`config.mk`:
```
export PLATFORM = sky130hd
export DESIGN_NAME = vps_queue
export DESIGN_NICKNAME = d
export VERILOG_FILES = /design/src/vps_queue.sv
export SDC_FILE = /design/constraint.sdc
export NUM_CORES = 1
export LEC_CHECK = 0
export ABC_AREA = 1
export BUFFER_PORTS_ARGS = -buffer_cell sky130_fd_sc_hd__buf_2
export CAP_MARGIN = 10
export CORE_AREA = 2 2 47 66
export DETAILED_ROUTE_END_ITERATION = 12
export DIE_AREA = 0 0 49 68
export PLACE_DENSITY = 0.68
export SLEW_MARGIN = 20
export SYNTH_ARGS = -nofsm -noshare
export SYNTH_HDL_FRONTEND = slang
export SYNTH_SLANG_ARGS = --single-unit
export TNS_END_PERCENT = 30
```
`constraint.sdc`:
```
create_clock -name clk -period 1.7 [get_ports clk]
set_input_delay 0.17 -clock clk [delete_from_list [all_inputs] [get_ports clk]]
set_output_delay 0.17 -clock clk [all_outputs]
set_load 0.03 [all_outputs]
```
`src/vps_queue.sv`:
```
// ----------------------------------------------------------------------------
// vps_queue: two-entry queue between the front and back parts
// Lets the front part map the next request while the back part is still
// walking the levels of the previous one.
// ----------------------------------------------------------------------------
module vps_queue #(
    parameter int WIDTH = 13
) (
    input  logic             clk,
    input  logic             rst_n,
    input  logic             push_valid,
    output logic             push_stall,
    input  logic [WIDTH-1:0] push_data,
    output logic             pop_valid,
    input  logic             pop_stall,
    output logic [WIDTH-1:0] pop_data
);

    logic [WIDTH-1:0] entry_reg [2];
    logic             wr_ptr_reg, rd_ptr_reg;
    logic [1:0]       count_reg;
    logic             push, pop;

    assign push_stall = (count_reg == 2'd2);
    assign pop_valid  = (count_reg != 2'd0);
    assign pop_data   = entry_reg[rd_ptr_reg];
    assign push       = push_valid && !push_stall;
    assign pop        = pop_valid && !pop_stall;

    always_ff @(posedge clk or negedge rst_n)
    begin
        if (!rst_n)
        begin
            wr_ptr_reg <= 1'b0;
            rd_ptr_reg <= 1'b0;
            count_reg  <= 2'd0;
        end
        else
        begin
            if (push)
            begin
                wr_ptr_reg <= !wr_ptr_reg;
            end
            if (pop)
            begin
                rd_ptr_reg <= !rd_ptr_reg;
            end
            if (push && !pop)
            begin
                count_reg <= count_reg + 2'd1;
            end
            else if (pop && !push)
            begin
                count_reg <= count_reg - 2'd1;
            end
        end
    end

    always_ff @(posedge clk)
    begin
        if (push)
        begin
            entry_reg[wr_ptr_reg] <= push_data;
        end
    end

endmodule

```
==> flow_summary_export.csv <==
group,metric,value,unit
clock_network,clkLatencyLatePin,280,ps
placement,io_buffers,31,
worst_setup_path,r2r_end,"entry_reg[0][11]",
worst_setup_path,critPathLaunchType,"flop",
timing,slew_headroom,0.676,
floorplanning,die_w,49,um
yosys,synth_edf_count,26,
floorplanning,io_pins,32,
final_layout,fin_area,0.00150,mm^2
clock_network,path_clk_slew,60,ps
yosys,ys_ff_latch,30,
worst_setup_path,path_cells,"inv_1, nor2_2, nor2_4, nand2_1, inv_1",
worst_setup_path,arrival,1390,ps
clock_network,htree_levels,2,
worst_setup_path,cp_slowest_stage_delay,380,ps
worst_setup_path,path_buf_inv,2,
routing,vias,807,
final_layout,layout-drive-gt1-share,0.333,
worst_setup_path,crit_type,"flop to flop",
placement,dpl.hpwl,1.42,mm
worst_setup_path,cp.required,1610,ps
clock_network,cts_setup_buffers,0,
yosys,synth.avg_cell_area,11.9,um^2
yosys,yosysUniqueCellTypes,16,
grt,grt_overflow,0,
timing,fmax,677,MHz
worst_setup_path,r2r_setup_slack,220,ps
yosys,synth_area_leaders,"edfxtp_1 (66%), nand2_1 (15%), dfrtp_1 (8.4%), inv_1 (2.2%), ha_1 (1.1%)",
yosys,yosys.cell_count.top_type,"nand2_1",
worst_setup_path,r2r_start,"count_reg[1]",
clock_network,root_buffer,"clkbuf_8",
timing,worst_slew_pin_slew,485,ps
clock_network,cts_made_buffers,5,
final_layout,nFillCells,247,
yosys,yosys-top-cells-count,"nand2_1 (48), edfxtp_1 (26), inv_1 (7)",
min_path,hold_depth,1,
routing,drc,0,
floorplanning,die-area,0.00333,mm^2
timing,rsz0062_at_grt,"no",
clock_network,clk_path_buf_depth,2,
routing,viasPerCell,4.53,
routing,routedWlPerCell,11.1,um
power,p_leak,0.696,nW
worst_setup_path,critical_path.top_delay_family,"buffers and inverters",
placement,gp_congestion,0.665,
clock_network,cts_sinks,30,
timing,fin_skew,6.69,ps
worst_setup_path,slowest_stage,"dfrtp_1",
run,cap_violations,0,
floorplanning,start_util,0.426,
routing,drt-total-wl,1.98,mm
routing,drt_iter0_drc,10,
timing,setup-tns-final,0,ps
timing,slew_viol_final,0,
floorplanning,rows,23,
min_path,min_path_type,"input pin to flop",
power,p_per_area,1880,mW/mm^2
worst_setup_path,endpoint_kind,"flop",
timing,final-hold-violation-count,0,
status,status,"complete, no violations",
final_layout,fin_nets,158,
min_path,worstHoldStart,"push_data[8]",
placement,place_area,0.00140,mm^2
yosys,ys_seq_area_frac,0.740,
worst_setup_path,cp_max_fo,13,
yosys,yosysTopAreaCell,"edfxtp_1",
yosys,yosysWarnings,0,
yosys,yosys.area.top_type_share,0.656,
grt,grt_pass1_wl,3.23,mm
floorplanning,core_area,0.00279,mm^2
yosys,postSynthCellCount,100,
grt,grt_pass1_vias,754,
power,ir_worst_vdd,1.03,mV
clock_network,cts_resized,0,
clock_network,tritoncts,"done",
yosys,synth_nets,118,
clock_network,cts_hold_buf,1,
worst_setup_path,critPathMostFrequentCell,"inv_1",
grt,grt_max_degree,15,
final_layout,syn_to_final_growth,25.8,%
timing,fin_crit,1480,ps
min_path,hold_path_end,"entry_reg[0][8]",
yosys,synth_area,0.00119,mm^2
final_layout,largest_register_ff_count,26,
yosys,synth_flop_cell,"edfxtp_1",
worst_setup_path,r2r_cells,5,
grt,grt.total_usage,0.139,
routing,ant_nets,0,
floorplanning,die_y,68,um
timing,finalSetupViolCount,0,
routing,dr.pass1.iters,4,
final_layout,insertedDiodeCount,0,
yosys,synthArstFlopShare,0.133,
timing,post-route-period-util,0.869,
grt,antenna_found_initial,0,
## layout by cell type, fill, tap and decap left out
cell	netlist	routed
nand2_1	48	48
buf_2	0	31
edfxtp_1	26	26
inv_1	7	7
clkbuf_8	0	6
dfrtp_1	4	4
buf_4	1	3
inv_2	2	2
nand2_2	2	2
nand3_1	2	2
nor2_2	1	1
nor2_4	1	1
o21ai_0	1	1
nor2_1	1	1
xnor2_1	1	1
nand4_1	1	1
ha_1	1	1
clkinv_2	0	1
clkbuf_1	0	1
dlygate4sd3_1	0	1
## routing by layer
| metal | global-route usage | vias to the layer above | routed length, um |
|---|---|---|---|
| li1 | - | 403 | - |
| met1 | 0.143 | 365 | 823 |
| met2 | 0.235 | 31 | 965 |
| met3 | 0.0502 | 8 | 118 |
| met4 | 0.104 | 0 | 70 |
| met5 | 0 | - | 0 |
## stage by stage
stage | hold WS (ps) | utilization | std cells | setup WS [ps] | power, W
floorplan | -126 | - | 100 | 152 | 0.00197
global placement | -19.9 | 0.500 | 169 | 278 | 0.00224
detailed placement | -15.0 | 0.500 | 169 | 242 | 0.00228
CTS | 69.8 | 0.536 | 178 | 188 | 0.00285
global route | 68.3 | 0.536 | 178 | 55.1 | 0.00301
finish | 79.9 | 0.536 | 178 | 223 | 0.00282
## cells by family (layout without fill, tap and decap cells)
group	count (synthesis)	after routing	share of synthesized area
AND/OR/NAND/NOR	56	56	0.193
flip-flops	30	30	0.740
buffers and inverters	11	52	0.0442
adder cells (fa/ha/maj)	1	1	0.0105
XOR/XNOR	1	1	0.00736
AO/OA/AOI/OAI	1	1	0.00420
## worst reg2reg max path, stage by stage (launching register included)
cell and delay, ps:
dfrtp_1 380, inv_1 130, nor2_2 80, nor2_4 90
nand2_1 70, inv_1 370
## power breakdown
part	internal [W]	switching (W)	leakage, nW	total (W)
sequential	0.00102	0.0000867	0.290	0.00110
combinational	0.000327	0.000822	0.358	0.00115
clock	0.000325	0.000242	0.0482	0.000568
total	0.00167	0.00115	0.696	0.00282
## worst max path at each step
stage | startpoint | end | slack, ps | depth (start not counted)
4_1_cts | rd_ptr_reg | pop_data[7] | 190 | 4
6_report | count_reg[1] | entry_reg[0][11] | 220 | 5
5_1_grt | rd_ptr_reg | pop_data[9] | 60 | 4
3_5_place_dp | count_reg[1] | entry_reg[0][1] | 240 | 5
2_1_floorplan | count_reg[1] | entry_reg[1][0] | 150 | 3
3_3_place_gp | count_reg[1] | entry_reg[0][0] | 280 | 5
## area by class of cell
class	instances	area, um^2	share of cell area
flip-flops and latches	30	881	0.589
repair buffers	35	188	0.125
clock inverters	1	5.00	0.00334
clock buffers	7	86.3	0.0577
well taps	37	46.3	0.0309
multi-input cells	59	256	0.171
inverters	9	33.8	0.0226
Note: power is estimated with default switching activity, not from simulation.
