==> src/vps_pkg.sv <==
// ----------------------------------------------------------------------------
// vps_pkg: shared types and constants of the visibility pyramid score block
// Holds the beat types of both channels, the register map and the state
// machine encodings used by the front and back parts.
// ----------------------------------------------------------------------------
package vps_pkg;

    localparam int POS_W    = 16;
    localparam int EXTENT_W = 13;
    localparam int SCORE_W  = 25;
    localparam int DIV_W    = EXTENT_W + 4;

    localparam logic [EXTENT_W-1:0] EXTENT_RESET = 13'd4096;

    // Register indexes, taken from paddr[2].
    localparam logic REG_IMAGE_WIDTH  = 1'b0;
    localparam logic REG_IMAGE_HEIGHT = 1'b1;

    // Request commands.
    localparam logic CMD_ADD    = 1'b0;
    localparam logic CMD_REMOVE = 1'b1;

    typedef struct packed {
        logic             command;
        logic [POS_W-1:0] x_pos;
        logic [POS_W-1:0] y_pos;
    } vps_req_t;

    typedef struct packed {
        logic [SCORE_W-1:0] score;
        logic               range_error;
    } vps_rsp_t;

    typedef enum logic [1:0] {
        FRONT_IDLE,
        FRONT_DIVIDE,
        FRONT_PUSH
    } vps_front_state_t;

    typedef enum logic [2:0] {
        BACK_CLEAR,
        BACK_IDLE,
        BACK_READ,
        BACK_UPDATE,
        BACK_RESULT
    } vps_back_state_t;

endpackage

==> src/vps_front.sv <==
// ----------------------------------------------------------------------------
// vps_front: request intake and cell mapping
// Accepts a request beat and maps both coordinates to a cell of the finest
// grid with two restoring dividers, one quotient bit per cycle.
// ----------------------------------------------------------------------------
module vps_front
    import vps_pkg::*;
#(
    parameter int LEVELS = 6
) (
    input  logic                  clk,
    input  logic                  rst_n,
    input  logic                  clearing,
    input  logic [EXTENT_W-1:0]   image_width,
    input  logic [EXTENT_W-1:0]   image_height,
    input  logic                  req_valid,
    output logic                  req_stall,
    input  vps_req_t              req,
    output logic                  cell_valid,
    input  logic                  cell_stall,
    output logic [2*LEVELS:0]     cell_data
);

    localparam int STEP_W = (LEVELS > 1) ? $clog2(LEVELS) : 1;
    localparam logic [STEP_W-1:0] LAST_STEP = STEP_W'(LEVELS - 1);

    vps_front_state_t state_reg, state_next;

    logic              cmd_reg;
    logic [DIV_W-1:0]  div_x_reg, div_y_reg;
    logic [DIV_W-1:0]  rem_x_reg, rem_y_reg;
    logic [LEVELS-1:0] quo_x_reg, quo_y_reg;
    logic              top_x_reg, top_y_reg;
    logic [STEP_W-1:0] step_reg;

    logic              accept;
    logic [DIV_W-1:0]  div_x_in, div_y_in;
    logic [DIV_W:0]    dbl_x, dbl_y;
    logic              ge_x, ge_y;
    logic [LEVELS-1:0] cell_x, cell_y;

    assign accept   = req_valid && !req_stall;
    assign div_x_in = {image_width, 4'b0000};
    assign div_y_in = {image_height, 4'b0000};

    // One restoring step per axis: a remainder below the divisor stays below it.
    assign dbl_x = {rem_x_reg, 1'b0};
    assign dbl_y = {rem_y_reg, 1'b0};
    assign ge_x  = dbl_x >= {1'b0, div_x_reg};
    assign ge_y  = dbl_y >= {1'b0, div_y_reg};

    // A quotient of 2^LEVELS or more, or a zero extent, lands on the top cell.
    assign cell_x = top_x_reg ? {LEVELS{1'b1}} : quo_x_reg;
    assign cell_y = top_y_reg ? {LEVELS{1'b1}} : quo_y_reg;
    assign cell_data = {cmd_reg, cell_y, cell_x};

    always_comb
    begin
        state_next = state_reg;
        case (state_reg)
            FRONT_IDLE:
            begin
                if (accept)
                begin
                    state_next = FRONT_DIVIDE;
                end
            end
            FRONT_DIVIDE:
            begin
                if (step_reg == LAST_STEP)
                begin
                    state_next = FRONT_PUSH;
                end
            end
            FRONT_PUSH:
            begin
                if (!cell_stall)
                begin
                    state_next = FRONT_IDLE;
                end
            end
            default:
            begin
                state_next = FRONT_IDLE;
            end
        endcase
    end

    always_comb
    begin
        req_stall  = 1'b1;
        cell_valid = 1'b0;
        case (state_reg)
            FRONT_IDLE:
            begin
                req_stall = clearing;
            end
            FRONT_PUSH:
            begin
                cell_valid = 1'b1;
            end
            default:
            begin
                req_stall  = 1'b1;
                cell_valid = 1'b0;
            end
        endcase
    end

    always_ff @(posedge clk or negedge rst_n)
    begin
        if (!rst_n)
        begin
            state_reg <= FRONT_IDLE;
        end
        else
        begin
            state_reg <= state_next;
        end
    end

    always_ff @(posedge clk)
    begin
        if (accept)
        begin
            cmd_reg   <= req.command;
            div_x_reg <= div_x_in;
            div_y_reg <= div_y_in;
            rem_x_reg <= DIV_W'(req.x_pos);
            rem_y_reg <= DIV_W'(req.y_pos);
            top_x_reg <= (image_width == '0) || ({1'b0, req.x_pos} >= div_x_in);
            top_y_reg <= (image_height == '0) || ({1'b0, req.y_pos} >= div_y_in);
            quo_x_reg <= '0;
            quo_y_reg <= '0;
            step_reg  <= '0;
        end
        else if (state_reg == FRONT_DIVIDE)
        begin
            rem_x_reg <= ge_x ? DIV_W'(dbl_x - {1'b0, div_x_reg}) : DIV_W'(dbl_x);
            rem_y_reg <= ge_y ? DIV_W'(dbl_y - {1'b0, div_y_reg}) : DIV_W'(dbl_y);
            quo_x_reg <= LEVELS'({quo_x_reg, ge_x});
            quo_y_reg <= LEVELS'({quo_y_reg, ge_y});
            step_reg  <= step_reg + 1'b1;
        end
    end

endmodule

==> config.mk <==
export PLATFORM = sky130hd
export DESIGN_NAME = vps_front
export DESIGN_NICKNAME = d
export VERILOG_FILES = /design/src/vps_pkg.sv /design/src/vps_front.sv
export SDC_FILE = /design/constraint.sdc
export NUM_CORES = 1
export LEC_CHECK = 0
export ABC_AREA = 1
export BUFFER_PORTS_ARGS = -buffer_cell sky130_fd_sc_hd__buf_2
export CAP_MARGIN = 20
export CORE_MARGIN = 2
export CORE_UTILIZATION = 42
export CTS_CLUSTER_SIZE = 14
export DETAILED_ROUTE_END_ITERATION = 7
export GPL_ROUTABILITY_DRIVEN = 0
export PLACE_DENSITY = 0.59
export SLEW_MARGIN = 5
export SYNTH_ARGS = -nofsm -noshare
export SYNTH_HDL_FRONTEND = slang
export SYNTH_SLANG_ARGS = --single-unit
==> constraint.sdc <==
create_clock -name clk -period 3.4 [get_ports clk]
set_input_delay 0.17 -clock clk [delete_from_list [all_inputs] [get_ports clk]]
set_output_delay 0.17 -clock clk [all_outputs]
set_load 0.005 [all_outputs]
==> impl_metrics.prom <==
# TYPE chip_impl_metric gauge
chip_impl_info{name="run_status",value="completed"} 1
chip_impl_metric{name="vias_in_the_first_global_route",unit=""} 5069
chip_impl_metric{name="fraction_of_the_yosys_area_taken_by_sequential_cells",unit=""} 0.365
chip_impl_info{name="hold_path.class",value="in -> reg"} 1
chip_impl_metric{name="cts_buffers",unit=""} 9
chip_impl_metric{name="rows",unit=""} 43
chip_impl_metric{name="num_antenna_cells",unit=""} 0
chip_impl_metric{name="synth_area",unit="mm2"} 0.00608
chip_impl_metric{name="cts_htree_levels",unit=""} 3
chip_impl_metric{name="timing.critical_path.fanout_max",unit=""} 14
chip_impl_metric{name="seqPwrFrac",unit=""} 0.293
chip_impl_metric{name="period_needed",unit="ns"} 2.50
chip_impl_metric{name="power_leakage",unit="uW"} 0.00363
chip_impl_metric{name="slew_headroom",unit=""} 0.420
chip_impl_metric{name="cts_num_sinks",unit=""} 80
chip_impl_metric{name="num_vias",unit=""} 5275
chip_impl_metric{name="crit_arrival",unit="ns"} 2.60
chip_impl_metric{name="detail_route.iter0.violations",unit=""} 307
chip_impl_metric{name="dp_hpwl",unit="um"} 12000
chip_impl_metric{name="ioPinCount",unit=""} 79
chip_impl_metric{name="floorplan.core_area",unit="mm2"} 0.0140
chip_impl_info{name="crit_path_start_kind",value="register"} 1
chip_impl_info{name="setup.worst_path.class",value="reg -> reg"} 1
chip_impl_metric{name="antenna_found_initial",unit=""} 0
chip_impl_info{name="cts_tree",value="yes"} 1
chip_impl_metric{name="dp_cells",unit=""} 1050
chip_impl_metric{name="fmax",unit="GHz"} 0.400
chip_impl_metric{name="finalNonFillerCells",unit=""} 1068
chip_impl_metric{name="tightest_pin_transition",unit="ns"} 0.862
chip_impl_metric{name="max_cap_violations",unit=""} 0
chip_impl_metric{name="net_count_of_the_finished_layout",unit=""} 1001
chip_impl_metric{name="final_core_utilization",unit=""} 0.495
chip_impl_metric{name="pin_count_of_the_biggest_net_entering_global_routing",unit=""} 40
chip_impl_info{name="ctsRootBufferMaster",value="sky130_fd_sc_hd__clkbuf_16"} 1
chip_impl_metric{name="design.die.area",unit="mm2"} 0.0155
chip_impl_metric{name="clockPowerShare",unit=""} 0.152
chip_impl_metric{name="timing_hold_violations_final",unit=""} 0
chip_impl_metric{name="peak_supply_drop",unit="mV"} 0.384
chip_impl_metric{name="synth.distinct_cells",unit=""} 32
chip_impl_info{name="synth_ff_type",value="sky130_fd_sc_hd__edfxtp_1"} 1
chip_impl_metric{name="drive_above_1_share",unit=""} 0.176
chip_impl_metric{name="finalSetupViolCount",unit=""} 0
chip_impl_metric{name="timing.hold.ws",unit="ns"} 0.0305
chip_impl_metric{name="p_comb_frac",unit=""} 0.555
chip_impl_metric{name="fin_tns_setup",unit="ns"} 0
chip_impl_metric{name="maxSlewViolCount",unit=""} 0
chip_impl_metric{name="clock_tree.buffer_depth",unit=""} 2
chip_impl_metric{name="fin_worst_skew",unit="ns"} 0.00901
chip_impl_metric{name="path_clk_slew",unit="ns"} 0.06
chip_impl_metric{name="layout_worst_path_cycle_share",unit=""} 0.736
chip_impl_metric{name="grt_pass1_wl",unit="um"} 25400
chip_impl_metric{name="postRouteWirelength",unit="um"} 15100
chip_impl_metric{name="cp_required",unit="ns"} 3.50
chip_impl_metric{name="post-cts-setup-buffer-count",unit=""} 0
chip_impl_metric{name="area_delta_synth_final",unit="%"} 13.8
chip_impl_metric{name="total_switching_power",unit="uW"} 2750
chip_impl_metric{name="drtPass1Iterations",unit=""} 5
chip_impl_metric{name="syn-num-nets",unit=""} 923
chip_impl_metric{name="die_h",unit="um"} 124
chip_impl_metric{name="post_cts_resized",unit=""} 0
chip_impl_info{name="critPathCaptureType",value="register"} 1
chip_impl_metric{name="grt_use_total",unit=""} 0.203
chip_impl_metric{name="fp.dieW",unit="um"} 124
chip_impl_metric{name="power_per_unit_of_standard_cell_area",unit="mW/mm2"} 886
chip_impl_metric{name="remaining_drc_errors",unit=""} 0
chip_impl_metric{name="routed_via_density",unit=""} 4.94
chip_impl_metric{name="post_synth_edffs",unit=""} 61
chip_impl_metric{name="seqCellArea",unit="mm2"} 0.00222
chip_impl_metric{name="switching_share",unit=""} 0.448
chip_impl_metric{name="cellInternalPower",unit="uW"} 3390
chip_impl_metric{name="clock_latency_on_the_worst_skew_pair",unit="ns"} 0.34
chip_impl_metric{name="syn_inst",unit=""} 805
chip_impl_metric{name="syn_area_per_cell",unit="um2"} 7.56
chip_impl_metric{name="asyncSetResetFlopFracSynth",unit=""} 0.0250
chip_impl_metric{name="total_chip_power",unit="uW"} 6140
chip_impl_info{name="grt_setup_unrepaired",value="false"} 1
chip_impl_metric{name="grt_overflow_total",unit=""} 0
chip_impl_metric{name="initial_core_util",unit=""} 0.435
chip_impl_metric{name="wl_per_cell",unit="um"} 14.2
chip_impl_metric{name="postRouteAntennaNets",unit=""} 0
chip_impl_metric{name="synthesis.yosys.warnings",unit=""} 0
chip_impl_metric{name="portBuffers",unit=""} 78
chip_impl_metric{name="multiInputGateArea",unit="mm2"} 0.00308
chip_impl_metric{name="nFillCells",unit=""} 1432
chip_impl_metric{name="synth-seq-cells",unit=""} 80
==> layer usage <==
layer,wire length (um),GRT usage,vias up
met1,7990,0.304,2360
met2,6220,0.299,123
li1,-,-,2771
met4,267,0.0595,0
met5,0,0,-
met3,666,0.0348,21
==> worst max-delay path, cell delays in order, from the launching register on <==
cell and delay [ns]:
sky130_fd_sc_hd__edfxtp_1 0.43, sky130_fd_sc_hd__ha_1 0.41, sky130_fd_sc_hd__nand2_2 0.12, sky130_fd_sc_hd__nor2_4 0.12, sky130_fd_sc_hd__inv_2 0.04, sky130_fd_sc_hd__nor2_2 0.10, sky130_fd_sc_hd__nand3_2 0.27, sky130_fd_sc_hd__nand3_2 0.44
sky130_fd_sc_hd__nand3_2 0.16, sky130_fd_sc_hd__nand3_1 0.10, sky130_fd_sc_hd__nand2_1 0.05
==> through the flow <==
| stage | setup WS (ns) | cell area, um2 |
|---|---|---|
| global placement | 0.920 | 6620 |
| CTS | 0.911 | 6920 |
| floorplan | 1.25 | 6080 |
| global route | 0.715 | 6920 |
| finish | 0.898 | 6920 |
| detailed placement | 0.918 | 6620 |
==> final cells by class <==
cell class | instances | share of cell area
Clock buffer | 16 | 0.0408
Multi-Input combinational cell | 529 | 0.445
Tap cell | 180 | 0.0325
Sequential cell | 80 | 0.321
Timing Repair Buffer | 85 | 0.0647
Inverter | 178 | 0.0965
==> logic make-up after synthesis <==
kind of cell	synth area share
XOR/XNOR	0.0115
AND/OR/NAND/NOR	0.330
buffers and inverters	0.129
adder cells (fa/ha/maj)	0.114
AO/OA/AOI/OAI	0.0510
flip-flops	0.365
==> worst paths after layout <==
| kind | to | slack [ns] | cells past startpoint | startpoint |
|---|---|---|---|---|
| setup / recovery | rem_y_reg[12] | 0.90 | 10 | rem_y_reg[11] |
| hold / removal | div_y_reg[6] | 0.03 | 1 | image_height[2] |
| setup reg to reg | rem_y_reg[12] | 0.90 | 10 | rem_y_reg[11] |
| hold reg to reg | quo_y_reg[5] | 0.46 | 2 | quo_y_reg[5] |
| max in group asynchronous | state_reg[1] | 3.16 | 2 | rst_n |
| min in group asynchronous | state_reg[0] | 0.15 | 2 | rst_n |
==> power groups by stage <==
stage          combinational (uW)  sequential (uW)  clock [uW]
3_5_place_dp                 3400             1810           0
2_1_floorplan                2730             1760           0
5_1_grt                      3950             1830         992
6_report                     3410             1800         931
3_3_place_gp                 3380             1800           0
4_1_cts                      3420             1800         953
==> cells in the final DEF, fill, tap and decap left out, drive strengths merged <==
| master | n |
|---|---|
| nand2 | 230 |
| inv | 178 |
| buf | 83 |
| nand3 | 75 |
| edfxtp | 61 |
| ha | 52 |
| nand4 | 48 |
| nor2 | 40 |
| a21oi | 25 |
| dfxtp | 17 |
| clkbuf | 16 |
| or2 | 12 |
| o21ai | 11 |
| a22oi | 10 |
| xnor2 | 8 |
| nor4 | 8 |
| nor3 | 4 |
| a21o | 2 |
| o221ai | 2 |
| fa | 2 |
| dlygate4sd3 | 2 |
| dfrtp | 2 |
==> synthesized netlist by cell type, types with 6 or more instances <==
master / number / area share
sky130_fd_sc_hd__ha_1: 52 / 0.11
sky130_fd_sc_hd__a22oi_1: 10 / 0.012
sky130_fd_sc_hd__xnor2_1: 8 / 0.012
sky130_fd_sc_hd__nand2_1: 216 / 0.13
sky130_fd_sc_hd__nand3_2: 11 / 0.018
sky130_fd_sc_hd__nand3_1: 62 / 0.051
sky130_fd_sc_hd__nand4_1: 48 / 0.049
sky130_fd_sc_hd__a21oi_1: 23 / 0.019
sky130_fd_sc_hd__nor4_1: 8 / 0.0082
sky130_fd_sc_hd__inv_1: 172 / 0.11
sky130_fd_sc_hd__nor2_4: 6 / 0.011
sky130_fd_sc_hd__o21ai_0: 11 / 0.0090
sky130_fd_sc_hd__edfxtp_1: 61 / 0.30
sky130_fd_sc_hd__inv_2: 6 / 0.0037
sky130_fd_sc_hd__or2_2: 12 / 0.012
sky130_fd_sc_hd__buf_2: 10 / 0.0082
sky130_fd_sc_hd__nand2_2: 14 / 0.014
sky130_fd_sc_hd__dfxtp_1: 17 / 0.056
sky130_fd_sc_hd__nor2_1: 29 / 0.018
==> repair_timing <==
action                                 in CTS  in global routing
endpoints found under the hold margin       3                  0
setup endpoints to repair                   0                  0
hold buffers                                2                  0
(Power assumes the default switching activity.)
